File: config.mk
export PLATFORM = sky130hd
export DESIGN_NAME = adv_data_field_parser
export DESIGN_NICKNAME = d
export VERILOG_FILES = /design/src/design/adf_pkg.sv /design/src/design/adf_ram.sv /design/src/design/adf_ctrl.sv /design/src/design/adf_datapath.sv /design/src/design/adv_data_field_parser.sv
export SDC_FILE = /design/constraint.sdc
export NUM_CORES = 1
export LEC_CHECK = 0
export ABC_AREA = 1
export CORE_MARGIN = 2
export CORE_UTILIZATION = 57
export CTS_CLUSTER_DIAMETER = 30
export DETAILED_ROUTE_END_ITERATION = 8
export DONT_BUFFER_PORTS = 1
export HOLD_SLACK_MARGIN = 0.12
export PLACE_DENSITY = 0.75
export SETUP_SLACK_MARGIN = 0.2
export SKIP_LAST_GASP = 1
export SYNTH_ARGS = -nofsm -noshare
export SYNTH_HDL_FRONTEND = slang
export SYNTH_SLANG_ARGS = --single-unit
File: constraint.sdc
create_clock -name aclk -period 3.4 [get_ports aclk]
set_clock_uncertainty 0.1 [all_clocks]
set_input_delay 0.17 -clock aclk [delete_from_list [all_inputs] [get_ports aclk]]
set_output_delay 0.17 -clock aclk [all_outputs]
set_load 0.1 [all_outputs]
File: src/design/adf_pkg.sv
// shared types, constants and codes for the advertising data field parser
package adf_pkg;

    localparam int NAME_BYTES_DEF  = 32;
    localparam int MAKER_BYTES_DEF = 16;
    localparam int MAX_UUIDS_DEF   = 8;

    localparam logic [7:0] AD_UUID_SOME    = 8'h02;
    localparam logic [7:0] AD_UUID_ALL     = 8'h03;
    localparam logic [7:0] AD_NAME_SHORT   = 8'h08;
    localparam logic [7:0] AD_NAME_FULL    = 8'h09;
    localparam logic [7:0] AD_POWER_LEVEL  = 8'h0A;
    localparam logic [7:0] AD_MAKER        = 8'hFF;
    localparam logic [7:0] POWER_LEVEL_DEF = 8'h81;

    localparam logic [1:0] KIND_NAME    = 2'd0;
    localparam logic [1:0] KIND_MAKER   = 2'd1;
    localparam logic [1:0] KIND_UUID    = 2'd2;
    localparam logic [1:0] KIND_SUMMARY = 2'd3;

    typedef struct packed {
        logic [7:0] data_byte;
        logic [7:0] payload_length;
        logic       final_byte;
    } in_word_t;

    typedef struct packed {
        logic [1:0]        kind;
        logic [4:0]        element_index;
        logic [15:0]       element_value;
        logic signed [7:0] power_dbm;
        logic [4:0]        name_length;
        logic [4:0]        manufacturer_length;
        logic [3:0]        uuid_count;
        logic              run_end;
    } out_word_t;

    typedef enum logic [3:0] {
        PH_LEN  = 4'b0001,
        PH_TYPE = 4'b0010,
        PH_DATA = 4'b0100,
        PH_STOP = 4'b1000
    } parse_phase_t;

    typedef enum logic [3:0] {
        ST_IDLE    = 4'b0001,
        ST_FETCH   = 4'b0010,
        ST_EMIT    = 4'b0100,
        ST_SUMMARY = 4'b1000
    } ctrl_state_t;

    typedef struct packed {
        logic parse;
        logic start_drain;
        logic next_list;
        logic load_elem;
        logic load_summary;
    } ctrl_cmd_t;

    typedef struct packed {
        logic list_done;
        logic list_is_summary;
        logic out_free;
    } dp_status_t;

endpackage

File: src/design/adf_ram.sv
// generic single write port ram with registered read
module adf_ram #(
    parameter int WIDTH = 8,
    parameter int DEPTH = 16,
    parameter int AW    = (DEPTH > 1) ? $clog2(DEPTH) : 1
) (
    input  logic             aclk,
    input  logic             we,
    input  logic [AW-1:0]    waddr,
    input  logic [WIDTH-1:0] wdata,
    input  logic [AW-1:0]    raddr,
    output logic [WIDTH-1:0] rdata
);

    logic [WIDTH-1:0] mem_reg [DEPTH];
    logic [WIDTH-1:0] rd_data_reg;

    always_ff @(posedge aclk) begin
        if (we) begin
            mem_reg[waddr] <= wdata;
        end
        rd_data_reg <= mem_reg[raddr];
    end

    assign rdata = rd_data_reg;

endmodule

File: src/design/adf_ctrl.sv
// drain controller state machine
module adf_ctrl import adf_pkg::*; (
    input  logic       aclk,
    input  logic       aresetn,
    input  logic       s_valid,
    input  logic       final_byte,
    output logic       s_ready,
    input  dp_status_t status,
    output ctrl_cmd_t  cmd
);

    ctrl_state_t state_reg, state_next;

    always_ff @(posedge aclk) begin
        if (!aresetn) begin
            state_reg <= ST_IDLE;
        end else begin
            state_reg <= state_next;
        end
    end

    always_comb begin
        state_next = state_reg;
        cmd        = '0;
        s_ready    = 1'b0;
        case (state_reg)
            ST_IDLE: begin
                s_ready   = 1'b1;
                cmd.parse = s_valid;
                if (s_valid && final_byte) begin
                    cmd.start_drain = 1'b1;
                    state_next      = ST_FETCH;
                end
            end
            ST_FETCH: begin
                if (status.list_is_summary) begin
                    state_next = ST_SUMMARY;
                end else if (status.list_done) begin
                    cmd.next_list = 1'b1;
                end else begin
                    state_next = ST_EMIT;
                end
            end
            ST_EMIT: begin
                if (status.out_free) begin
                    cmd.load_elem = 1'b1;
                    state_next    = ST_FETCH;
                end
            end
            ST_SUMMARY: begin
                if (status.out_free) begin
                    cmd.load_summary = 1'b1;
                    state_next       = ST_IDLE;
                end
            end
            default: begin
                state_next = ST_IDLE;
            end
        endcase
    end

endmodule

File: src/design/adf_datapath.sv
// field walker, element stores and output register
module adf_datapath import adf_pkg::*; #(
    parameter int NAME_BYTES  = NAME_BYTES_DEF,
    parameter int MAKER_BYTES = MAKER_BYTES_DEF,
    parameter int MAX_UUIDS   = MAX_UUIDS_DEF
) (
    input  logic       aclk,
    input  logic       aresetn,
    input  in_word_t   s_word,
    input  ctrl_cmd_t  cmd,
    output dp_status_t status,
    output logic       m_valid,
    input  logic       m_ready,
    output out_word_t  m_word
);

    localparam int NAW = $clog2(NAME_BYTES);
    localparam int MAW = (MAKER_BYTES > 1) ? $clog2(MAKER_BYTES) : 1;
    localparam int UAW = (MAX_UUIDS > 1) ? $clog2(MAX_UUIDS) : 1;

    parse_phase_t phase_reg, phase_next;
    logic [7:0]   pos_reg, pos_next;
    logic [7:0]   rem_reg, rem_next;
    logic [7:0]   rem_dec;
    logic [7:0]   type_reg, type_next;
    logic [7:0]   dindex_reg, dindex_next;
    logic [4:0]   name_count_reg, name_count_next;
    logic [4:0]   maker_count_reg, maker_count_next;
    logic [3:0]   uuid_total_reg, uuid_total_next;
    logic [7:0]   uuid_low_reg, uuid_low_next;
    logic [7:0]   power_reg, power_next;
    logic [1:0]   list_reg, list_next;
    logic [4:0]   idx_reg, idx_next;
    logic         m_valid_reg, m_valid_next;
    out_word_t    out_reg, out_next;

    logic         name_we, maker_we, uuid_we;
    logic [7:0]   name_rdata, maker_rdata;
    logic [15:0]  uuid_rdata;
    logic [15:0]  elem_value;
    logic [7:0]   b;
    logic [7:0]   len;

    assign b   = s_word.data_byte;
    assign len = s_word.payload_length;

    adf_ram #(.WIDTH(8), .DEPTH(NAME_BYTES), .AW(NAW)) u_name_ram (
        .aclk  (aclk),
        .we    (name_we),
        .waddr (name_count_reg[NAW-1:0]),
        .wdata (b),
        .raddr (idx_reg[NAW-1:0]),
        .rdata (name_rdata)
    );

    adf_ram #(.WIDTH(8), .DEPTH(MAKER_BYTES), .AW(MAW)) u_maker_ram (
        .aclk  (aclk),
        .we    (maker_we),
        .waddr (maker_count_reg[MAW-1:0]),
        .wdata (b),
        .raddr (idx_reg[MAW-1:0]),
        .rdata (maker_rdata)
    );

    adf_ram #(.WIDTH(16), .DEPTH(MAX_UUIDS), .AW(UAW)) u_uuid_ram (
        .aclk  (aclk),
        .we    (uuid_we),
        .waddr (uuid_total_reg[UAW-1:0]),
        .wdata ({b, uuid_low_reg}),
        .raddr (idx_reg[UAW-1:0]),
        .rdata (uuid_rdata)
    );

    // walk the length / type / data structures
    always_comb begin
        phase_next       = phase_reg;
        pos_next         = pos_reg;
        rem_next         = rem_reg;
        type_next        = type_reg;
        dindex_next      = dindex_reg;
        name_count_next  = name_count_reg;
        maker_count_next = maker_count_reg;
        uuid_total_next  = uuid_total_reg;
        uuid_low_next    = uuid_low_reg;
        power_next       = power_reg;
        name_we          = 1'b0;
        maker_we         = 1'b0;
        uuid_we          = 1'b0;
        rem_dec          = (rem_reg != 8'd0) ? rem_reg - 8'd1 : rem_reg;
        if (cmd.parse) begin
            if (pos_reg != 8'hFF) begin
                pos_next = pos_reg + 8'd1;
            end
            if (pos_reg < len && phase_reg != PH_STOP) begin
                if (phase_reg == PH_LEN) begin
                    if (b == 8'd0 || ({1'b0, pos_reg} + 9'd1 + {1'b0, b}) > {1'b0, len}) begin
                        phase_next = PH_STOP;
                    end else begin
                        rem_next   = b;
                        phase_next = PH_TYPE;
                    end
                end else begin
                    if (phase_reg == PH_TYPE) begin
                        type_next   = b;
                        dindex_next = 8'd0;
                        if (b inside {AD_NAME_SHORT, AD_NAME_FULL}) begin
                            name_count_next = 5'd0;
                        end else if (b == AD_MAKER) begin
                            maker_count_next = 5'd0;
                        end
                    end else begin
                        if (type_reg inside {AD_NAME_SHORT, AD_NAME_FULL}) begin
                            if (name_count_reg < 5'(NAME_BYTES - 1)) begin
                                name_we         = 1'b1;
                                name_count_next = name_count_reg + 5'd1;
                            end
                        end else if (type_reg == AD_MAKER) begin
                            if (maker_count_reg < 5'(MAKER_BYTES)) begin
                                maker_we         = 1'b1;
                                maker_count_next = maker_count_reg + 5'd1;
                            end
                        end else if (type_reg inside {AD_UUID_SOME, AD_UUID_ALL}) begin
                            if (!dindex_reg[0]) begin
                                uuid_low_next = b;
                            end else if (uuid_total_reg < 4'(MAX_UUIDS)) begin
                                uuid_we         = 1'b1;
                                uuid_total_next = uuid_total_reg + 4'd1;
                            end
                        end else if (type_reg == AD_POWER_LEVEL) begin
                            if (dindex_reg == 8'd0) begin
                                power_next = b;
                            end
                        end
                        if (dindex_reg != 8'hFF) begin
                            dindex_next = dindex_reg + 8'd1;
                        end
                    end
                    rem_next   = rem_dec;
                    phase_next = (rem_dec == 8'd0) ? PH_LEN : PH_DATA;
                end
            end
        end
        if (cmd.load_summary) begin
            phase_next       = PH_LEN;
            pos_next         = 8'd0;
            rem_next         = 8'd0;
            type_next        = 8'd0;
            dindex_next      = 8'd0;
            name_count_next  = 5'd0;
            maker_count_next = 5'd0;
            uuid_total_next  = 4'd0;
            uuid_low_next    = 8'd0;
            power_next       = POWER_LEVEL_DEF;
        end
    end

    // drain list walk and status
    always_comb begin
        list_next = list_reg;
        idx_next  = idx_reg;
        if (cmd.start_drain) begin
            list_next = KIND_NAME;
            idx_next  = 5'd0;
        end else if (cmd.next_list) begin
            list_next = list_reg + 2'd1;
            idx_next  = 5'd0;
        end else if (cmd.load_elem) begin
            idx_next = idx_reg + 5'd1;
        end
        case (list_reg)
            KIND_NAME:  status.list_done = (idx_reg >= name_count_reg);
            KIND_MAKER: status.list_done = (idx_reg >= maker_count_reg);
            KIND_UUID:  status.list_done = (idx_reg >= {1'b0, uuid_total_reg});
            default:    status.list_done = 1'b1;
        endcase
        status.list_is_summary = (list_reg == KIND_SUMMARY);
        status.out_free        = !m_valid_reg || m_ready;
    end

    always_comb begin
        case (list_reg)
            KIND_NAME:  elem_value = {8'd0, name_rdata};
            KIND_MAKER: elem_value = {8'd0, maker_rdata};
            KIND_UUID:  elem_value = uuid_rdata;
            default:    elem_value = 16'd0;
        endcase
    end

    // output word register
    always_comb begin
        out_next     = out_reg;
        m_valid_next = m_valid_reg && !m_ready;
        if (cmd.load_elem) begin
            out_next               = '0;
            out_next.kind          = list_reg;
            out_next.element_index = idx_reg;
            out_next.element_value = elem_value;
            m_valid_next           = 1'b1;
        end else if (cmd.load_summary) begin
            out_next                     = '0;
            out_next.kind                = KIND_SUMMARY;
            out_next.power_dbm           = power_reg;
            out_next.name_length         = name_count_reg;
            out_next.manufacturer_length = maker_count_reg;
            out_next.uuid_count          = uuid_total_reg;
            out_next.run_end             = 1'b1;
            m_valid_next                 = 1'b1;
        end
    end

    always_ff @(posedge aclk) begin
        if (!aresetn) begin
            phase_reg       <= PH_LEN;
            pos_reg         <= 8'd0;
            rem_reg         <= 8'd0;
            type_reg        <= 8'd0;
            dindex_reg      <= 8'd0;
            name_count_reg  <= 5'd0;
            maker_count_reg <= 5'd0;
            uuid_total_reg  <= 4'd0;
            uuid_low_reg    <= 8'd0;
            power_reg       <= POWER_LEVEL_DEF;
            list_reg        <= KIND_NAME;
            idx_reg         <= 5'd0;
            m_valid_reg     <= 1'b0;
        end else begin
            phase_reg       <= phase_next;
            pos_reg         <= pos_next;
            rem_reg         <= rem_next;
            type_reg        <= type_next;
            dindex_reg      <= dindex_next;
            name_count_reg  <= name_count_next;
            maker_count_reg <= maker_count_next;
            uuid_total_reg  <= uuid_total_next;
            uuid_low_reg    <= uuid_low_next;
            power_reg       <= power_next;
            list_reg        <= list_next;
            idx_reg         <= idx_next;
            m_valid_reg     <= m_valid_next;
        end
        out_reg <= out_next;
    end

    assign m_valid = m_valid_reg;
    assign m_word  = out_reg;

endmodule

File: src/design/adv_data_field_parser.sv
// advertising data field parser, top level
//
// input channel s_*: one payload byte per word, with the payload length and a
// last-byte flag. non-last bytes are parsed in the cycle they are taken, so
// the block takes one byte per cycle while it is collecting.
// output channel m_*: after the last byte the block drains the stored name
// bytes, then manufacturer bytes, then 16-bit service uuids, then a summary
// word with run_end set. each element is a store read in the fetch state, then
// an output register load in the emit state; the end of each list takes a
// further fetch state, and the summary a list check, then an output register
// load. s_ready is low during the drain and rises again the cycle after the
// summary is loaded, with the walker and counts cleared and transmit power
// back to -127 for the next payload; the stores keep their contents.
// a stalled receiver holds the output register and the drain waits on it.
// reset (aresetn low, synchronous) clears the walker, counts, transmit power
// to -127 and drops m_valid; store contents are left as they are.
module adv_data_field_parser import adf_pkg::*; #(
    parameter int NAME_BYTES  = NAME_BYTES_DEF,
    parameter int MAKER_BYTES = MAKER_BYTES_DEF,
    parameter int MAX_UUIDS   = MAX_UUIDS_DEF
) (
    input  logic      aclk,
    input  logic      aresetn,
    input  logic      s_valid,
    output logic      s_ready,
    input  in_word_t  s_word,
    output logic      m_valid,
    input  logic      m_ready,
    output out_word_t m_word
);

    ctrl_cmd_t  cmd;
    dp_status_t status;

    adf_ctrl u_ctrl (
        .aclk       (aclk),
        .aresetn    (aresetn),
        .s_valid    (s_valid),
        .final_byte (s_word.final_byte),
        .s_ready    (s_ready),
        .status     (status),
        .cmd        (cmd)
    );

    adf_datapath #(
        .NAME_BYTES  (NAME_BYTES),
        .MAKER_BYTES (MAKER_BYTES),
        .MAX_UUIDS   (MAX_UUIDS)
    ) u_datapath (
        .aclk    (aclk),
        .aresetn (aresetn),
        .s_word  (s_word),
        .cmd     (cmd),
        .status  (status),
        .m_valid (m_valid),
        .m_ready (m_ready),
        .m_word  (m_word)
    );

    a_summary_out: assert property (@(posedge aclk) disable iff (!aresetn)
        cmd.load_summary |=> m_valid && m_word.run_end && s_ready)
        else $error("summary word not presented");

    a_drain_blocks_input: assert property (@(posedge aclk) disable iff (!aresetn)
        s_valid && s_ready && s_word.final_byte |=> !s_ready)
        else $error("input taken during drain");

    a_load_needs_room: assert property (@(posedge aclk) disable iff (!aresetn)
        cmd.load_elem || cmd.load_summary |-> status.out_free)
        else $error("output register overwritten");

endmodule

Yosys cells after proc, flatten, opt, wreduce, memory -nomap -nowiden:

Memories as Yosys holds them, arrays and structs flattened. A register that Yosys moved wholly into a read port is not among the register bits.
Index checks and enable logic that the tools add are counted.

* word-level logic and storage cells: 182
* memories kept: 3
* bits in writable memories: 512
* register bits: 124
* output and inout port bits: 48
* bits of input ports: 21
* ROM bits: 0
* bits in latches: 0

Memory list
* u_datapath.u_name_ram.mem_reg: depth 32, width 8, read ports 1, clocked after Yosys merged registers in 1, write ports 1, line adf_ram.sv:15 `logic [WIDTH-1:0] mem_reg [DEPTH];`
* u_datapath.u_maker_ram.mem_reg: depth 16, width 8, read ports 1, clocked after Yosys merged registers in 1, write ports 1, line adf_ram.sv:15
* u_datapath.u_uuid_ram.mem_reg: depth 8, width 16, read ports 1, clocked after Yosys merged registers in 1, write ports 1, line adf_ram.sv:15

* shift-type cells: 0
* add/subtract/negate cells: 10
* multiplexer cells: 67
* order comparisons: 8
* multiply operators: 0
* eq/ne operators: 30
* bitwise gates (word level): 7
* reductions and logical operators: 35
* div/mod/pow operators: 0

Operator list (count)
* 2-to-1 mux 46 bit: 2
* 2-to-1 mux 5 bit: 10
* case mux 16 bit (3 select lines): 1
* == test 8 x 4 -> 1 bit, second input constant: 5
* 2-to-1 mux 8 bit: 5
* 2-to-1 mux 1 bit: 38
* 2-to-1 mux 4 bit: 7
* logical NOT 8 bit: 3
* AND reduction 9 bit: 2
* nonzero test 2 bit: 9
* adder 8 x 1 -> 8 bit, second input constant: 2
* == test 8 x 2 -> 1 bit, second input constant: 2
* == test 8 bit, second input constant: 2
* inequality test 8 bit, second input constant: 2
* case mux 4 bit (4 select lines): 1
* AND reduction 8 bit: 2
* adder 5 x 1 -> 5 bit, second input constant: 3
* inequality test 2 bit, second input constant: 6
* AND reduction 4 bit: 3
* >= comparator 5 bit: 2
* < comparator 5 bit, second input constant: 2
* adder 8 x 1 -> 9 bit, second input constant: 1
* adder 9 x 8 -> 9 bit: 1
* greater-than comparator 9 x 8 -> 1 bit: 1
* other kinds (29): 45

Longest topological paths before layout:

Gate-level depths: netlist of the first run.

* depth in word-level cells: 12
* depth in mapped cells: 21
* gate-level depth less buffers: 20

Modules after synthesis:

From an unflattened synthesis of the first run, not the netlist that was laid out.

* cell total of the unflattened synthesis: 3009
* area, all modules: 29507.0 um2

By module, submodules not included
* adf_ram at u_datapath.u_name_ram: area an instance 10786.6 um2, instances 1, cells each 922
* adf_datapath: area an instance 6647.6 um2, instances 1, cells each 891
* adf_ram at u_datapath.u_uuid_ram: area an instance 5989.5 um2, instances 1, cells each 587
* adf_ram at u_datapath.u_maker_ram: area an instance 5766.8 um2, instances 1, cells each 551
* adf_ctrl: area an instance 316.6 um2, instances 1, cells each 58

Worst setup path after synthesis of the first run:

No wires, ideal clock.

* path type: reg-to-reg
* start: reg u_datapath.pos_reg[7]
* end: mem u_datapath.u_uuid_ram.mem_reg[1][0] (enable)
* data required time: 2.891 ns
* data arrival time: 2.686 ns
* stages on the path, launching flop included: 8
* clock period less this slack: 3.196 ns
* setup slack: 0.204 ns
* setup time: 0.409 ns
* cell sequence: dfxtp_1 > ha_1 > a21oi_1 > o21a_1 > nand4_4 > nor2_4 > nand3_1 > nor3_1

* word-level cells in the longest chain between the ends: 6

Ends and longest elaborated chain
* from (decl): line adf_datapath.sv:22 `logic [7:0] pos_reg, pos_next;`
* from (signal assigned): line adf_datapath.sv:228 `pos_reg <= pos_next;`
* < comparator 8 bit: line adf_datapath.sv:94 `if (pos_reg < len && phase_reg != PH_STOP) begin`
* logical AND 1 bit: line adf_datapath.sv:94
* 2-to-1 mux 1 bit: line adf_datapath.sv:94
* 2-to-1 mux 1 bit: line adf_datapath.sv:90 `if (cmd.parse) begin`
* 2-to-1 mux 1 bit: line adf_ram.sv:19 `if (we) begin`
* 2-to-1 mux 1 bit (not written as such): line adf_ram.sv:20 `mem_reg[waddr] <= wdata;`
* to (decl): line adf_ram.sv:15

No other way between the ends.

Worst setup path in the final report of the first run:

* start: reg u_datapath.idx_reg[4]
* end: reg u_ctrl.state_reg[1]

* word-level cells in the longest chain between the ends: 4
* elaborated cells on any way between the ends: 6

Ends and longest elaborated chain
* from (decl): line adf_datapath.sv:33 `logic [4:0] idx_reg, idx_next;`
* from (signal assigned): line adf_datapath.sv:238 `idx_reg <= idx_next;`
* >= comparator 5 x 4 -> 1 bit, or another cell as far along: line adf_datapath.sv:173 `KIND_UUID: status.list_done = (idx_reg >= {1'b0, uuid_total_reg});`
* case mux 1 bit (3 select lines) *: line adf_datapath.sv:170 `case (list_reg)`
* inequality test 3 bit (no line) *
* AND reduction 4 bit (no line) *
* to (signal assigned): line adf_ctrl.sv:18 `state_reg <= state_next;`
* to (decl): line adf_ctrl.sv:12 `ctrl_state_t state_reg, state_next;`

Every way passes the cells marked *; elsewhere a longest branch is shown, timed or not.
A chain may end at the register's enable or synchronous reset.

==> impl_metrics.tcl, run 1 <==
set metrics [dict create \
    vias_per_cell 6.14 \
    nNetsFinal 2629 \
    cts_root_buffer "clkbuf_16" \
    tightest_slew_ns 1.02 \
    synth_common_cells "edfxtp_1 (535), nor2_1 (512), o21ai_0 (341)" \
    r2r_cells 11 \
    cts_htree_levels 3 \
    setup_viol 0 \
    synth_top_area_cell "edfxtp_1" \
    area_delta_synth_final_pct 18.2 \
    critical_path.max_stage_delay_ns 0.76 \
    worstPathCellList "ha_1 -> a21oi_1 -> o21a_1 -> nand3b_1 -> nand2_1 -> nand3_1 -> nand2_1 -> o21ai_0 -> nand2_1 -> dlygate4sd3_1 -> inv_1" \
    post-route-period-util_pct 90.2 \
    path_common_cell "nand2_1" \
    core-area_um2 47700 \
    yosysMostFrequentCell "edfxtp_1" \
    first_pass_iters 6 \
    largest_reg_flops 256 \
    antenna_found_initial 0 \
    dieArea_um2 50200 \
    hp-start "s_word[3]" \
    nFillCells 3231 \
    grt_setup_unrepaired "false" \
    min_to "u_datapath.phase_reg[1]$_SDFFE_PP0P_" \
    r2r_start "u_datapath.idx_reg[4]$_SDFFE_PP0P_" \
    hold_violations 0 \
    pin_count 69 \
    cp_top_family "flip-flops" \
    clock_sinks 668 \
    routed_wirelength_um 72700 \
    die_y_um 224 \
    fin_crit_ns 3.07 \
    n_antenna_cell 0 \
    drive_above_1_share_pct 11.1 \
    synth_cell_type_count 42 \
    numCtsBuffers 111 \
    min_path_cells 9 \
    insertion_delay_ns 0.66 \
    syn_inst 2484 \
    synthFlopType "edfxtp_1" \
    ir_drop_v 0.000823 \
    synth_edf_count 535 \
    fmax_mhz 326 \
    drt-wirelength-per-cell_um 22.3 \
    drt_iter0_markers 2565 \
    critPathArrivalTime_ns 3.52 \
    synth.avg_cell_area_um2 11.1 \
    gp_congestion 0.909 \
    track_usage_pct 28.7 \
    antenna_left 0 \
    core.rowCount 80 \
    post-cts-setup-buffers 0 \
    path_clk_slew_ns 0.05 \
    cp-start-kind "register" \
    multi_input_area_um2 7920 \
    ff_latch_area_um2 18700 \
    hold_class "in2reg" \
    syn_area_um2 27600 \
    synth_top_area_share_pct 58.3 \
    overflow 0 \
    synth_seq_area_share_pct 67.9 \
    cp.required_ns 3.85 \
    p_leak_nw 11.7 \
    async_flop_share_pct 0 \
    drv_cap 0 \
    hpwl_um 41900 \
    path_class "reg2reg" \
    worst_setup_path_end_kind "register" \
    port_buffers 0 \
    slew_viol_final 0 \
    power.density_nw_per_um2 736 \
    clock_path_buffers 3 \
    timing.rr.end "u_ctrl.state_reg[1]$_SDFFE_PN0P_" \
    startpoint "u_datapath.idx_reg[4]$_SDFFE_PP0P_" \
    maxSlewHeadroom_pct 32.0 \
    first_global_vias 19263 \
    status "finished, final reports clean" \
    cp_max_fo 13 \
    finalSetupTns_ns 0 \
    total_power_mw 24.0 \
    grt_pass1_wl_um 109000 \
    synthTopCellsByArea "edfxtp_1 (58%), dfxtp_1 (9.7%), nor2_1 (7.0%), o21ai_0 (6.2%), nand2_1 (3.2%)" \
    die_w_um 224 \
    reg2reg_setup_slack_ns 0.33 \
    synth_seq_cells 668 \
    cts_tree "yes" \
    grt_max_degree 183 \
    initial_core_util_pct 57.8 \
    cp_num_buf_inv 2 \
    yosys_warnings 0 \
    syn_nets 2562 \
    drc 0 \
    critPathSlowestCell "dfxtp_1" \
    vias 20038 \
]
power breakdown:
group	internal [mW]	switching, mW
combinational	0.741	1.73
clock	7.31	4.00
sequential	9.09	1.15
per-layer routing:
metal  global-route usage (%)  vias to the layer above  wire (um)
met5                        0                        -          0
met4                     12.1                        0       2530
met3                     7.48                      177       8100
met2                     44.7                     1221      33400
met1                     38.5                     9619      28700
li1                         -                     9021          -
what timing repair did:
action                                 CTS  global route
setup endpoints to repair                0             8
endpoints found under the hold margin  548             0
hold buffers                            28             0
gates resized for setup                  0             4
metrics by stage:
stage / hold WS (ns) / instances / setup slack [ns] / cell area (um^2) / util (%)
finish: 0.145 / 3263 / 0.334 / 32600 / 68.3
global route: 0.241 / 3263 / 0.228 / 32600 / 68.3
CTS: 0.125 / 3262 / 0.274 / 32600 / 68.3
detailed placement: 0.177 / 3024 / 0.407 / 28300 / 59.3
global placement: 0.176 / 3024 / 0.505 / 28300 / 59.3
floorplan: 0.168 / 2484 / 0.204 / 27600 / -
layout make-up:
class | count | area share, %
inverters | 108 | 1.26
clock buffers | 131 | 9.03
flip-flops and latches | 668 | 57.5
well taps | 615 | 2.36
clock inverters | 79 | 2.82
repair buffers | 87 | 2.77
multi-input cells | 1575 | 24.3
how the worst max path moves through the flow:
stage	slack, ns	endpoint	depth (start not counted)
finish	0.33	u_ctrl.state_reg[1]$_SDFFE_PN0P_	11
global route	0.23	u_datapath.u_name_ram.mem_reg[15][7]$_DFFE_PP_	10
CTS	0.27	u_datapath.rem_reg[2]$_SDFFE_PP0P_	21
detailed placement	0.41	u_datapath.rem_reg[2]$_SDFFE_PP0P_	19
global placement	0.50	u_datapath.rem_reg[4]$_SDFFE_PP0P_	18
floorplan	0.20	u_datapath.u_uuid_ram.mem_reg[1][0]$_DFFE_PP_	7
logic make-up (layout without fill, tap and decap cells):
kind of cell	after synthesis	in the layout	share of synthesized area, %
AOI/OAI and AO/OA	581	581	11.6
xor gates and xnor gates	18	18	0.572
adders and majority gates	57	57	2.61
buffers and inverters	241	405	3.52
DFF	668	668	67.9
and+or+nand+nor	919	919	13.8
cell usage in the layout (no fill, tap or decap), drive strengths merged, types with 4 or more instances in the layout:
cell type,n
nand2,241
ha,56
edfxtp,535
nand3,97
clkinv,48
inv,119
clkinvlp,6
o22ai,80
o221ai,25
xor2,15
o211ai,17
nand4,24
buf,66
nor3,25
or2,6
bufinv,14
o21a,4
a31oi,28
nor2,519
a21oi,79
clkbuf,132
dfxtp,133
o21ai,344
dlygate4sd3,19
worst reg2reg max path, stage by stage (launching register included):
cell and delay, ns:
dfxtp_1 0.76, ha_1 0.39, a21oi_1 0.18, o21a_1 0.16, nand3b_1 0.09, nand2_1 0.07, nand3_1 0.19, nand2_1 0.25
o21ai_0 0.14, nand2_1 0.07, dlygate4sd3_1 0.54, inv_1 0.03
No activity file was read; power rests on OpenSTA's default activity.
==> run 2: changes to the inputs <==
--- a/config.mk
+++ b/config.mk
@@ -13,6 +13,7 @@
 export DONT_BUFFER_PORTS = 1
 export HOLD_SLACK_MARGIN = 0.12
 export PLACE_DENSITY = 0.75
+export REMOVE_ABC_BUFFERS = 1
 export SETUP_SLACK_MARGIN = 0.2
 export SKIP_LAST_GASP = 1
 export SYNTH_ARGS = -nofsm -noshare
==> impl_metrics.tcl, run 2 (same netlist as run 1, synthesis figures left out) <==
set metrics [dict create \
    status "finished, final reports clean" \
    total_power_mw 24.8 \
    insertion_delay_ns 0.67 \
    antenna_left 0 \
    clock_path_buffers 3 \
    cts_root_buffer "clkbuf_16" \
    cts_htree_levels 3 \
    core-area_um2 47700 \
    hp-start "s_word[4]" \
    final_cell_mix "edfxtp_1 (535), nor2_1 (511), o21ai_0 (341)" \
    vias 20056 \
    cp.required_ns 3.91 \
    worstPathCellList "inv_1 -> ha_1 -> nand4_1 -> or2_2 -> nand3b_1 -> nand2_1 -> nand3_1 -> nand2_2 -> o21ai_0 -> nand2_1 -> dlygate4sd3_1 -> inv_1" \
    track_usage_pct 29.4 \
    nFillCells 3157 \
    drive_above_1_share_pct 13.0 \
    grt_pass1_wl_um 113000 \
    largest_reg_flops 256 \
    cts_tree "yes" \
    antenna_found_initial 1 \
    numCtsBuffers 115 \
    gp_congestion 0.866 \
    die_w_um 224 \
    ir_drop_v 0.000823 \
    die_y_um 224 \
    fin_ws_ns 0.385 \
    fin_crit_ns 3.02 \
    drt_iter0_markers 3052 \
    drv_cap 0 \
    maxSlewHeadroom_pct 31.8 \
    reg2reg_setup_slack_ns 0.38 \
    ff_latch_area_um2 18700 \
    routed_wirelength_um 73000 \
    critPathSlowestCell "dlygate4sd3_1" \
    first_pass_iters 6 \
    cp_max_fo 7 \
    post-route-period-util_pct 88.7 \
    clock_sinks 668 \
    fmax_mhz 332 \
    min_path_cells 9 \
    overflow 0 \
    dieArea_um2 50200 \
    area_delta_synth_final_pct 20.1 \
    timing.rr.end "u_ctrl.state_reg[1]$_SDFFE_PN0P_" \
    grt_max_degree 128 \
    instances_no_fill 3308 \
    finalSetupTns_ns 0 \
    path_clk_slew_ns 0.05 \
    hold_violations 0 \
    drc 0 \
    setup_viol 0 \
    worst_setup_path_end_kind "register" \
    drt-wirelength-per-cell_um 22.1 \
    grt_setup_unrepaired "true" \
    r2r_start "u_datapath.uuid_total_reg[1]$_SDFFE_PP0P_" \
    critical_path.max_stage_delay_ns 0.57 \
    path_class "reg2reg" \
    p_leak_nw 11.9 \
    multi_input_area_um2 7930 \
    min_to "u_datapath.phase_reg[1]$_SDFFE_PP0P_" \
    place_inst 3058 \
    pin_count 69 \
    n_antenna_cell 0 \
    vias_per_cell 6.06 \
    nNetsFinal 2668 \
    tightest_slew_ns 1.02 \
    port_buffers 0 \
    place_ws_ns 0.448 \
    power.density_nw_per_um2 748 \
    initial_core_util_pct 57.8 \
    slew_viol_final 0 \
    final_common_cell "edfxtp_1" \
    r2r_cells 12 \
    critPathArrivalTime_ns 3.52 \
    core.rowCount 80 \
    first_global_vias 19887 \
    hold_class "in2reg" \
    cp-start-kind "register" \
    hpwl_um 41300 \
]
[run 2: worst max-delay path by stage]
stage	startpoint	endpoint	slack, ns
detailed placement	u_datapath.pos_reg[2]$_SDFFE_PP0P_	u_datapath.rem_reg[1]$_SDFFE_PP0P_	0.45
global route	u_datapath.pos_reg[2]$_SDFFE_PP0P_	u_datapath.rem_reg[1]$_SDFFE_PP0P_	0.19
finish	u_datapath.uuid_total_reg[1]$_SDFFE_PP0P_	u_ctrl.state_reg[1]$_SDFFE_PN0P_	0.38
CTS	s_word[9]	u_datapath.rem_reg[1]$_SDFFE_PP0P_	0.36
floorplan	u_datapath.idx_reg[0]$_SDFFE_PP0P_	u_datapath.idx_reg[3]$_SDFFE_PP0P_	-7.69
global placement	u_datapath.pos_reg[0]$_SDFFE_PP0P_	u_datapath.rem_reg[6]$_SDFFE_PP0P_	0.51
[run 2: metrics by stage]
step                      area, um^2  util, %  hold slack [ns]
final                          33100     69.4            0.141
after global routing           33100     69.4            0.175
after CTS                      33100     69.3            0.122
after detailed placement       28600     59.8            0.173
after global placement         28600     59.8            0.174
after floorplan                27000        -            0.168
[run 2: metal layers]
layer / part of all wire, % / up-vias / GRT usage [%] / routed length [um]
met1: 40 / 9704 / 40.0 / 29000
met2: 48 / 1086 / 47.5 / 34800
met5: 0 / - / 0 / 0
li1: - / 9106 / - / -
met4: 3.3 / 0 / 11.3 / 2410
met3: 9.4 / 160 / 5.42 / 6890
[run 2: power breakdown]
part	internal (mW)	leakage [nW]	total, mW	switching, mW
clock	7.79	1.97	12.0	4.22
sequential	9.09	5.88	9.92	0.824
combinational	0.808	4.09	2.86	2.05
[run 2: final cells by class]
type	instances	area share, %
Inverter	108	1.27
Tap cell	615	2.32
Clock inverter	94	3.47
Sequential cell	668	56.6
Timing Repair Buffer	122	3.48
Multi-Input combinational cell	1575	23.9
Clock buffer	126	8.97
[run 2: worst max-delay path, delay by kind of cell (launching register included)]
kind | cells | cell delay, ns
buffers and inverters | 3 | 0.89
AOI/OAI and AO/OA | 1 | 0.16
adders and majority gates | 1 | 0.37
and+or+nand+nor | 7 | 0.94
DFF | 1 | 0.49
[run 2: timing repair]
action | CTS | global route
endpoints found under the setup margin | 0 | 10
gates resized for setup | 0 | 7
hold buffers | 27 | 0
setup buffers | 0 | 2
endpoints found under the hold margin | 530 | 0
